### config.mk
export PLATFORM = sky130hd
export DESIGN_NAME = rdlt_ctrl
export DESIGN_NICKNAME = d
export VERILOG_FILES = /design/src/sv/rdlt_pkg.sv /design/src/sv/rdlt_ctrl.sv
export SDC_FILE = /design/constraint.sdc
export NUM_CORES = 1
export LEC_CHECK = 0
export ABC_CLOCK_PERIOD_IN_PS = 2900
export BUFFER_PORTS_ARGS = -buffer_cell sky130_fd_sc_hd__buf_2
export CELL_PAD_IN_SITES_DETAIL_PLACEMENT = 1
export CELL_PAD_IN_SITES_GLOBAL_PLACEMENT = 1
export CORE_AREA = 2 2 39 41
export CTS_BUF_LIST = sky130_fd_sc_hd__clkbuf_2
export CTS_CLUSTER_SIZE = 20
export DETAILED_ROUTE_END_ITERATION = 12
export DIE_AREA = 0 0 41 43
export PLACE_DENSITY_LB_ADDON = 0.1
export SLEW_MARGIN = 20
export SYNTH_ARGS = -nofsm -noshare
export SYNTH_HDL_FRONTEND = slang
export SYNTH_SLANG_ARGS = --single-unit
### constraint.sdc
create_clock -name aclk -period 2.9 [get_ports aclk]
set_clock_uncertainty 0.1 [all_clocks]
set_input_delay 0 -clock aclk [delete_from_list [all_inputs] [get_ports aclk]]
set_output_delay 0 -clock aclk [all_outputs]
set_load 0.05 [all_outputs]
### src/sv/rdlt_pkg.sv
package rdlt_pkg;

    localparam int LED_COUNT = 48;
    localparam int MAX_LINES = 256;
    localparam int LINE_AW   = $clog2(MAX_LINES);

    localparam int BITS_W    = 48;
    localparam int LNUM_W    = 8;
    localparam int LCNT_W    = 9;
    localparam int TIME_W    = 32;
    localparam int S_DATA_W  = 64;
    localparam int M_DATA_W  = 56;
    localparam int CFG_IDX_W = 2;
    localparam int CFG_DAT_W = 32;

    localparam int DIV_STEPS = TIME_W;
    localparam int DIV_CW    = $clog2(DIV_STEPS);

    localparam logic CMD_TICK = 1'b0;
    localparam logic CMD_LOAD = 1'b1;

    localparam logic [CFG_IDX_W-1:0] CFG_LINE_COUNT   = 2'd0;
    localparam logic [CFG_IDX_W-1:0] CFG_MIN_EDGE_GAP = 2'd1;
    localparam logic [CFG_IDX_W-1:0] CFG_RENDER_EN    = 2'd2;

    localparam logic [TIME_W-1:0] RESET_MIN_GAP = 32'd100000;

    typedef logic [LED_COUNT-1:0] store_word_t;

    typedef struct packed {
        logic tick_take;
        logic load_take;
        logic edge_eval;
        logic div_step;
        logic div_last;
        logic render_take;
        logic out_load;
    } rdlt_cmd_t;

    typedef struct packed {
        logic edge_div;
        logic render_go;
        logic out_free;
    } rdlt_status_t;

    function automatic store_word_t to_store(input logic [BITS_W-1:0] bits);
        logic [63:0] wide;
        wide = 64'(bits);
        return wide[LED_COUNT-1:0];
    endfunction

    function automatic logic [BITS_W-1:0] from_store(input store_word_t w);
        logic [63:0] wide;
        wide = 64'(w);
        return wide[BITS_W-1:0];
    endfunction

endpackage

### src/sv/rdlt_ctrl.sv
module rdlt_ctrl
    import rdlt_pkg::*;
(
    input  logic         aclk,
    input  logic         aresetn,
    input  logic         s_tvalid,
    input  logic         s_tuser,
    output logic         s_tready,
    input  rdlt_status_t status,
    output rdlt_cmd_t    cmd
);

    typedef enum logic [2:0] {
        S_IDLE,
        S_EDGE,
        S_DIV,
        S_RENDER,
        S_READ
    } state_t;

    state_t              state_reg, state_next;
    logic [DIV_CW-1:0]   cnt_reg, cnt_next;
    logic                ready_reg;

    assign s_tready = ready_reg;

    always_comb begin
        state_next = state_reg;
        cnt_next   = cnt_reg;
        cmd        = '0;
        case (state_reg)
            S_IDLE: begin
                if (ready_reg && s_tvalid) begin
                    if (s_tuser == CMD_TICK) begin
                        cmd.tick_take = 1'b1;
                        state_next    = S_EDGE;
                    end else begin
                        cmd.load_take = 1'b1;
                    end
                end
            end
            S_EDGE: begin
                cmd.edge_eval = 1'b1;
                cnt_next      = '0;
                state_next    = status.edge_div ? S_DIV : S_RENDER;
            end
            S_DIV: begin
                cmd.div_step = 1'b1;
                cnt_next     = cnt_reg + 1'b1;
                if (cnt_reg == DIV_CW'(DIV_STEPS - 1)) begin
                    cmd.div_last = 1'b1;
                    state_next   = S_RENDER;
                end
            end
            S_RENDER: begin
                if (status.render_go) begin
                    cmd.render_take = 1'b1;
                    state_next      = S_READ;
                end else begin
                    state_next = S_IDLE;
                end
            end
            S_READ: begin
                // hold the fetched line until the output register frees up
                if (status.out_free) begin
                    cmd.out_load = 1'b1;
                    state_next   = S_IDLE;
                end
            end
            default: begin
                state_next = S_IDLE;
            end
        endcase
    end

    always_ff @(posedge aclk) begin
        if (!aresetn) begin
            state_reg <= S_IDLE;
            cnt_reg   <= '0;
            ready_reg <= 1'b0;
        end else begin
            state_reg <= state_next;
            cnt_reg   <= cnt_next;
            ready_reg <= (state_next == S_IDLE);
        end
    end

endmodule

## After elaboration in Yosys (flattened, before gate mapping)

Cells that the tools add are included.

| word-level totals | value |
|---|---|
| bits in registers | 9 |
| output and inout bits | 8 |
| bits of input ports | 7 |
| word-level logic and storage cells | 32 |

| operators by class | value |
|---|---|
| reductions and logical operators | 4 |
| eq/ne operators | 5 |
| multiplexer cells | 19 |
| $add $sub $neg | 1 |

Operator list:

| kind | count |
|---|---|
| $mux 3 | 5 |
| $pmux 3 s5 | 1 |
| $pmux 5 s2 | 1 |
| $mux 1 | 9 |
| $eq 3x2->1 const B | 2 |
| $logic_not 3->1 | 2 |
| $mux 2 | 3 |
| $add 5x1->5 const B | 1 |
| $eq 5x5->1 const B | 1 |
| $eq 3x1->1 const B | 1 |
| $eq 3x3->1 const B | 1 |
| $reduce_bool 2->1 | 1 |
| $logic_and 1x1->1 | 1 |

## Logic depth before layout (Yosys ltp)

Gate-level depths: netlist (run 1).

| logic depth | value |
|---|---|
| depth after elaboration | 4 |
| depth in mapped cells | 6 |
| depth with buffers taken out | 5 |

## Least setup slack after synthesis (run 1)

Ideal clock, no wire load.

| path | value |
|---|---|
| path kind | flip-flop to output port |
| from | register ready_reg, in the netlist s_tready |
| to | output port cmd[5] in the netlist's numbering |
| required time | 2.800 ns |
| data arrival time | 2.270 ns |
| setup slack | 0.530 ns |
| path buffers | 0 |
| cell stages (with the launch flop) | 3 |
| cell sequence | dfxtp_1 > or4bb_1 > nor3b_1 |

RTL lines:

| element | RTL line | source |
|---|---|---|
| from (decl) | rdlt_ctrl.sv:23 | `logic ready_reg;` |
| from (signal assigned) | rdlt_ctrl.sv:84 | `ready_reg <= (state_next == S_IDLE);` |
| to (decl) | rdlt_ctrl.sv:10 | `output rdlt_cmd_t cmd` |

## Worst setup path in the final report (run 1)

| path | value |
|---|---|
| from | register state_reg[1] |
| to | register state_reg[2] |

| between the ends | value |
|---|---|
| cells in the longest elaborated chain, start to end | 2 |

Ends and longest elaborated chain:

| element | RTL line | source |
|---|---|---|
| from (decl) | rdlt_ctrl.sv:21 | `state_t state_reg, state_next;` |
| from (signal assigned) | rdlt_ctrl.sv:82 | `state_reg <= state_next;` |
| $eq 3x3->1 (tied with other cells) | rdlt_ctrl.sv:31 | `case (state_reg)` |
| $pmux 3 s5 * | rdlt_ctrl.sv:31 |  |

Mark *: on every way between the ends. The rest lies on a longest branch, timed or not.
A chain may end at the register's enable or synchronous reset.

==> results of run 1 <==
## cells in the final DEF, fill, tap and decap left out, types with 3 or more instances in the layout
cell type	count
sky130_fd_sc_hd__clkbuf_2	4
sky130_fd_sc_hd__dfxtp_1	9
sky130_fd_sc_hd__nand2_1	4
sky130_fd_sc_hd__nand3_1	4
sky130_fd_sc_hd__buf_2	14
sky130_fd_sc_hd__dlygate4sd3_1	4
sky130_fd_sc_hd__inv_1	3
sky130_fd_sc_hd__a21oi_1	5
## layout make-up
class,instances,area [um2]
Inverter,4,20.0
Tap cell,16,20.0
Multi-Input combinational cell,39,268
Fill cell,173,766
Sequential cell,9,180
Clock buffer,4,20.0
Timing Repair Buffer,18,110
## stage by stage
| step | std cells | total power, mW | setup slack, ns |
|---|---|---|---|
| after global placement | 82 | 0.176 | 1.32 |
| after global routing | 90 | 0.271 | 0.854 |
| final | 90 | 0.257 | 0.946 |
| after floorplan | 55 | 0.166 | 0.530 |
| after detailed placement | 82 | 0.176 | 1.31 |
| after CTS | 90 | 0.263 | 0.946 |
## logic make-up (layout without fill, tap and decap cells)
logic type	after synthesis	in the layout	share of synthesized area, %
AOI/OAI and AO/OA	11	11	15.2
adders and majority gates	2	2	5.06
buffers and inverters	7	26	9.37
DFF	9	9	36.5
muxes	1	1	2.03
and+or+nand+nor	25	25	31.9
## worst max-delay path by stage
stage / end / depth (start not counted) / slack (ns) / start
after floorplan: cmd[5] / 2 / 0.53 / s_tready
after global placement: cnt_reg[3] / 4 / 1.32 / state_reg[1]
after detailed placement: cnt_reg[2] / 3 / 1.31 / state_reg[1]
after CTS: state_reg[2] / 3 / 0.95 / state_reg[1]
after global routing: state_reg[2] / 3 / 0.85 / state_reg[1]
final: state_reg[2] / 3 / 0.95 / state_reg[1]
## timing repair
item | CTS | global route
hold buffers | 4 | 0
hold endpoints to repair | 5 | 0
setup endpoints to repair | 0 | 0
## routing by layer
metal	up-vias	global-route usage (%)	wire length (um)
met5	-	0	0
met2	13	25.0	549
met4	0	2.00	8
li1	235	-	-
met3	2	6.28	71
met1	214	17.5	507
## worst min-delay path, cell delays in order
cell                     delay [ns]
sky130_fd_sc_hd__buf_2         0.09
sky130_fd_sc_hd__nor2_1        0.08
sky130_fd_sc_hd__a22o_1        0.15
sky130_fd_sc_hd__nor3_1        0.05
## power breakdown
part / switching (mW) / total [mW] / internal (mW)
Combinational: 0.0299 / 0.0451 / 0.0152
Clock: 0.0450 / 0.0816 / 0.0367
Sequential: 0.00354 / 0.131 / 0.127
==> impl_metrics.ini, run 1 <==
[clock_network]
post_cts_resized = 0
cts_tree = yes
cts_inserted_buffers = 3
cts_sinks = 9
clk-insertion-delay-late_ns = 0.24
clockBufferDepth = 2
maximum_level_of_the_cts_h_tree = 1
cts_setup_buffers = 0
cts_root_buffer = sky130_fd_sc_hd__clkbuf_2
clkTransAtPathRegs_ns = 0.10

[synth]
synth.yosys.seq_area_share_pct = 36.5
synth-async-reset-ratio_pct = 0
yosys_most_used_dff = sky130_fd_sc_hd__dfxtp_1
synth_cells = 55
synth.area.top_cells = sky130_fd_sc_hd__dfxtp_1, sky130_fd_sc_hd__a21oi_1, sky130_fd_sc_hd__ha_1, sky130_fd_sc_hd__buf_6, sky130_fd_sc_hd__nand3_1
synthesized_netlist_net_count = 64
number_of_enable_flip_flop_cells_after_synthesis = 0
synth.lib_cells_used.distinct = 30
ys_seq_elements = 9
cell_type_with_the_largest_total_area_after_synthesis = sky130_fd_sc_hd__dfxtp_1
synth.top_cells.by_count = sky130_fd_sc_hd__dfxtp_1, sky130_fd_sc_hd__a21oi_1, sky130_fd_sc_hd__nand2_1, sky130_fd_sc_hd__nand3_1, sky130_fd_sc_hd__inv_1
syn_area_per_cell_um2 = 8.99
synth_top_area_share_pct = 36.5
synth.yosys.warnings = 0
post_synth_instance_area_um2 = 494
yosysMostFrequentCell = sky130_fd_sc_hd__dfxtp_1

[final_layout]
final_area_um2 = 618
antenna_cells = 0
areaGrowthSynthToFinish_pct = 25.1
post-route-util_pct = 44.7
final_net_count = 84
largest_register_ff_count = 5
drive_gt1_share_pct = 32.4

[die]
fp.dieW_um = 41
placement_rows = 14
initial_utilization_pct = 35.7
io-pin-count = 15
die_area_um2 = 1760
fp.coreArea_um2 = 1380
chipHeight_um = 43

[setup_path]
worst_path_largest_cell_delay_ns = 0.69
end_kind = flip-flop
ff2ff_path_depth = 3
critical-path-slowest-cell = sky130_fd_sc_hd__or4b_2
cpLargestDelayFamily = simple AND/OR/NAND/NOR gates
crit_type = flip-flop to flip-flop
critical_path_data_required_time_ns = 2.99
r2r_slack_ns = 0.95
cp-start-kind = flip-flop
reg2reg_from = state_reg[1]
worstPathMaxFanout = 9
buffers_plus_inverters_on_the_worst_setup_path = 1
reg_to_reg_endpoint = state_reg[2]
worstPathCellList = or4b_2 -> a21oi_1 -> dlygate4sd3_1
worst_ep_arrival_time_ns = 2.05

[power_and_ir_drop]
power_density_nw_per_um2 = 417
worst_ir_drop_vdd_mv = 0.273
power_leakage_nw = 0.319

[timing]
fin_crit_ns = 1.95
timing.slew.headroom_pct = 76.9
finalSetupTns_ns = 0
fmax_mhz = 512
finalHoldViolations = 0
final_slew_violations = 0
setup_violations = 0
timing.final.crit_share_pct = 67.4
whs_ns = 0.0597
rsz0062_at_grt = no
worstMarginPinSlew_ns = 0.343

[detailed_routing]
post_drt_wl_per_cell_um = 12.6
drt-initial-drc-count = 0
route.vias.total = 464
viasPerCell = 5.16
drc = 0
route.antenna.remaining_nets = 0
firstDrtPassIters = 1
postRouteWirelength_um = 1140

[global_route]
global_route.usage.total_pct = 15.0
grt_first_pass_wirelength_um = 1820
grt_overflow = 0
maximum_number_of_pins_on_one_net_before_global_route_repair = 10
grt_antenna_before_repair = 0
first_global_vias = 442

[placed_design]
buffer_ports.inserted = 14
detailed_place.area_um2 = 558
globalplace.congestion = 0.650
final_hpwl_dp_um = 884

[hold_path]
timing.hold.worst.class = primary input to flip-flop
hold_end = s_tready
hold_start = status[2]
min_path_cells = 4

[status]
outcome = finished, final reports clean

[job]
maxCapViolations = 0
(Power assumes the default switching activity.)
==> run 2: changes to the inputs <==
--- a/config.mk
+++ b/config.mk
@@ -5,15 +5,16 @@
 export SDC_FILE = /design/constraint.sdc
 export NUM_CORES = 1
 export LEC_CHECK = 0
-export ABC_CLOCK_PERIOD_IN_PS = 2900
+export ABC_AREA = 1
+export ABC_CLOCK_PERIOD_IN_PS = 1850
 export BUFFER_PORTS_ARGS = -buffer_cell sky130_fd_sc_hd__buf_2
 export CELL_PAD_IN_SITES_DETAIL_PLACEMENT = 1
 export CELL_PAD_IN_SITES_GLOBAL_PLACEMENT = 1
-export CORE_AREA = 2 2 39 41
+export CORE_MARGIN = 2
+export CORE_UTILIZATION = 34
 export CTS_BUF_LIST = sky130_fd_sc_hd__clkbuf_2
 export CTS_CLUSTER_SIZE = 20
 export DETAILED_ROUTE_END_ITERATION = 12
-export DIE_AREA = 0 0 41 43
 export PLACE_DENSITY_LB_ADDON = 0.1
 export SLEW_MARGIN = 20
 export SYNTH_ARGS = -nofsm -noshare
==> constraint.sdc (replaced) <==
create_clock -name aclk -period 1.85 [get_ports aclk]
set_clock_uncertainty 0.1 [all_clocks]
set_input_delay 0 -clock aclk [delete_from_list [all_inputs] [get_ports aclk]]
set_output_delay 0 -clock aclk [all_outputs]
set_load 0.05 [all_outputs]
==> impl_metrics.ini, run 2 <==
[hold_path]
hold_end = state_reg[2]
hold_start = status[1]
min_path_cells = 5
timing.hold.worst.class = primary input to flip-flop

[die]
placement_rows = 13
fp.dieW_um = 41.4
initial_utilization_pct = 36.6
io-pin-count = 15
chipHeight_um = 41.4
fp.coreArea_um2 = 1300
die_area_um2 = 1720

[setup_path]
reg2reg_from = cnt_reg[0]
end_kind = output pin
r2r_slack_ns = 0.47
critical-path-top-cell-by-count = sky130_fd_sc_hd__ha_1
worstPathMaxFanout = 4
worst_ep_arrival_time_ns = 1.58
ff2ff_path_depth = 8
cp-start-kind = flip-flop
crit_type = flip-flop to output pin
critical-path-slowest-cell = sky130_fd_sc_hd__dfxtp_1
worst_path_largest_cell_delay_ns = 0.38
cpLargestDelayFamily = flip-flops
buffers_plus_inverters_on_the_worst_setup_path = 2
worstPathCellList = ha_1 -> nand2_1 -> nor2_1 -> ha_1 -> nand4_1 -> inv_1 -> buf_2
reg_to_reg_endpoint = state_reg[0]
critical_path_data_required_time_ns = 1.75

[synth]
synth_top_area_share_pct = 37.8
synth_cells = 71
number_of_enable_flip_flop_cells_after_synthesis = 0
cell_type_with_the_largest_total_area_after_synthesis = sky130_fd_sc_hd__dfxtp_1
synth.yosys.warnings = 0
synth.area.top_cells = sky130_fd_sc_hd__dfxtp_1, sky130_fd_sc_hd__nand2_1, sky130_fd_sc_hd__nand3_1, sky130_fd_sc_hd__nor2_1, sky130_fd_sc_hd__a21oi_1
synthesized_netlist_net_count = 80
synth.top_cells.by_count = sky130_fd_sc_hd__nand2_1, sky130_fd_sc_hd__nor2_1, sky130_fd_sc_hd__dfxtp_1
synth.yosys.seq_area_share_pct = 37.8
post_synth_instance_area_um2 = 477
yosysMostFrequentCell = sky130_fd_sc_hd__nand2_1
yosys_most_used_dff = sky130_fd_sc_hd__dfxtp_1
synth.lib_cells_used.distinct = 17
ys_seq_elements = 9
synth-async-reset-ratio_pct = 0
syn_area_per_cell_um2 = 6.71

[power_and_ir_drop]
power_density_nw_per_um2 = 649
clock_power_share_pct = 30.8
power_leakage_nw = 0.351
p_seq_share_pct = 50.5
totalPowerFinal_uw = 407
sw_frac_of_total_pct = 31.1
power.net_switching_uw = 127
combPwrFrac_pct = 18.7
power_report.internal_total_uw = 280
worst_ir_drop_vdd_mv = 0.280

[clock_network]
cts_tree = yes
clk-insertion-delay-late_ns = 0.25
cts_sinks = 9
clockBufferDepth = 2
clkTransAtPathRegs_ns = 0.08
cts_root_buffer = sky130_fd_sc_hd__clkbuf_2
maximum_level_of_the_cts_h_tree = 1
cts_inserted_buffers = 3

[detailed_routing]
drt-initial-drc-count = 16
postRouteWirelength_um = 1210
post_drt_wl_per_cell_um = 11.3
drc = 0
firstDrtPassIters = 4
route.vias.total = 535
route.antenna.remaining_nets = 0
viasPerCell = 5.00

[timing]
fin_crit_ns = 1.68
final_slew_violations = 0
worstMarginPinSlew_ns = 0.300
finalHoldViolations = 0
timing.final.crit_share_pct = 90.6
setup_violations = 0
rsz0062_at_grt = no
timing.slew.headroom_pct = 79.9
finalSetupTns_ns = 0
fmax_mhz = 596

[final_layout]
final_area_um2 = 627
multi_input_comb_area_um2 = 259
final_net_count = 102
areaGrowthSynthToFinish_pct = 31.5
n_fill_cell = 178
drive_gt1_share_pct = 31.5
largest_register_ff_count = 5
antenna_cells = 0
seqCellArea_um2 = 180
layout_common_cells = sky130_fd_sc_hd__nand2_1, sky130_fd_sc_hd__buf_2, sky130_fd_sc_hd__nor2_1

[global_route]
maximum_number_of_pins_on_one_net_before_global_route_repair = 8
grt_antenna_before_repair = 0
grt_overflow = 0
grt_first_pass_wirelength_um = 2130
global_route.usage.total_pct = 15.8
first_global_vias = 487

[placed_design]
detailed_place.area_um2 = 577
globalplace.congestion = 0.724
final_hpwl_dp_um = 936
buffer_ports.inserted = 14

[job]
maxCapViolations = 0

[status]
outcome = finished, final reports clean
run 2: cell count changes after synthesis, sizes merged, moves of 2 or more:
cell   delta
buf       -2
inv      +10
nand3     +5
and3      -2
o21a      -2
or3b      -2
nand2    +10
nor2      +9
run 2: cells by family after synthesis:
family / synth area share, %
buffers and inverters: 10.2
adder cells (fa/ha/maj): 5.25
AO/OA/AOI/OAI: 8.40
flip-flops: 37.8
AND/OR/NAND/NOR: 38.3
run 2: layout make-up:
cell class | instances | share of cell area (%)
well taps | 15 | 2.99
multi-input cells | 49 | 41.3
repair buffers | 17 | 16.0
flip-flops and latches | 9 | 28.7
clock buffers | 4 | 3.19
inverters | 13 | 7.78
run 2: worst max path at each step:
stage	from	endpoint	slack [ns]	cells after the start
5_1_grt	cnt_reg[0]	cmd[2]	0.03	7
3_3_place_gp	cnt_reg[0]	cmd[2]	0.49	7
4_1_cts	cnt_reg[0]	cmd[2]	0.13	7
3_5_place_dp	cnt_reg[0]	cmd[2]	0.41	7
2_1_floorplan	s_tready	state_reg[0]	0.24	6
6_report	cnt_reg[0]	cmd[2]	0.17	7
run 2: worst min-delay path, cell delays in order:
cell	delay [ns]
sky130_fd_sc_hd__buf_2	0.09
sky130_fd_sc_hd__nand2_1	0.04
sky130_fd_sc_hd__inv_1	0.03
sky130_fd_sc_hd__nand2_1	0.09
sky130_fd_sc_hd__a21oi_1	0.07
run 2: through the flow:
step	utilization (%)	setup WS, ns	hold slack [ns]	cells
6_report	48.2	0.173	0.0389	107
3_3_place_gp	44.3	0.485	0.164	100
2_1_floorplan	-	0.244	0.0259	71
5_1_grt	48.2	0.0256	0.0649	107
4_1_cts	48.2	0.131	0.0335	107
3_5_place_dp	44.3	0.413	0.175	100
run 2: what timing repair did:
| item | in CTS | in global routing |
|---|---|---|
| endpoints found under the setup margin | 0 | 0 |
| setup buffers | 0 | 0 |
| gates resized for setup | 0 | 0 |
| hold buffers | 3 | 0 |
| endpoints found under the hold margin | 5 | 0 |
run 2: power by group through the flow:
| stage | Clock [mW] | Sequential [mW] | Combinational, mW |
|---|---|---|---|
| 4_1_cts | 0.133 | 0.205 | 0.0764 |
| 3_5_place_dp | 0 | 0.210 | 0.0714 |
| 2_1_floorplan | 0 | 0.217 | 0.0423 |
| 3_3_place_gp | 0 | 0.210 | 0.0707 |
| 5_1_grt | 0.143 | 0.206 | 0.0840 |
| 6_report | 0.125 | 0.205 | 0.0760 |
run 2: metal layers:
layer  vias to the layer above  wire length (um)  track usage [%]
met5                         -                 0                0
met4                         0                10             3.87
met3                         2                75             6.52
met2                        12               536             22.8
met1                       250               592             21.5
li1                        271                 -                -
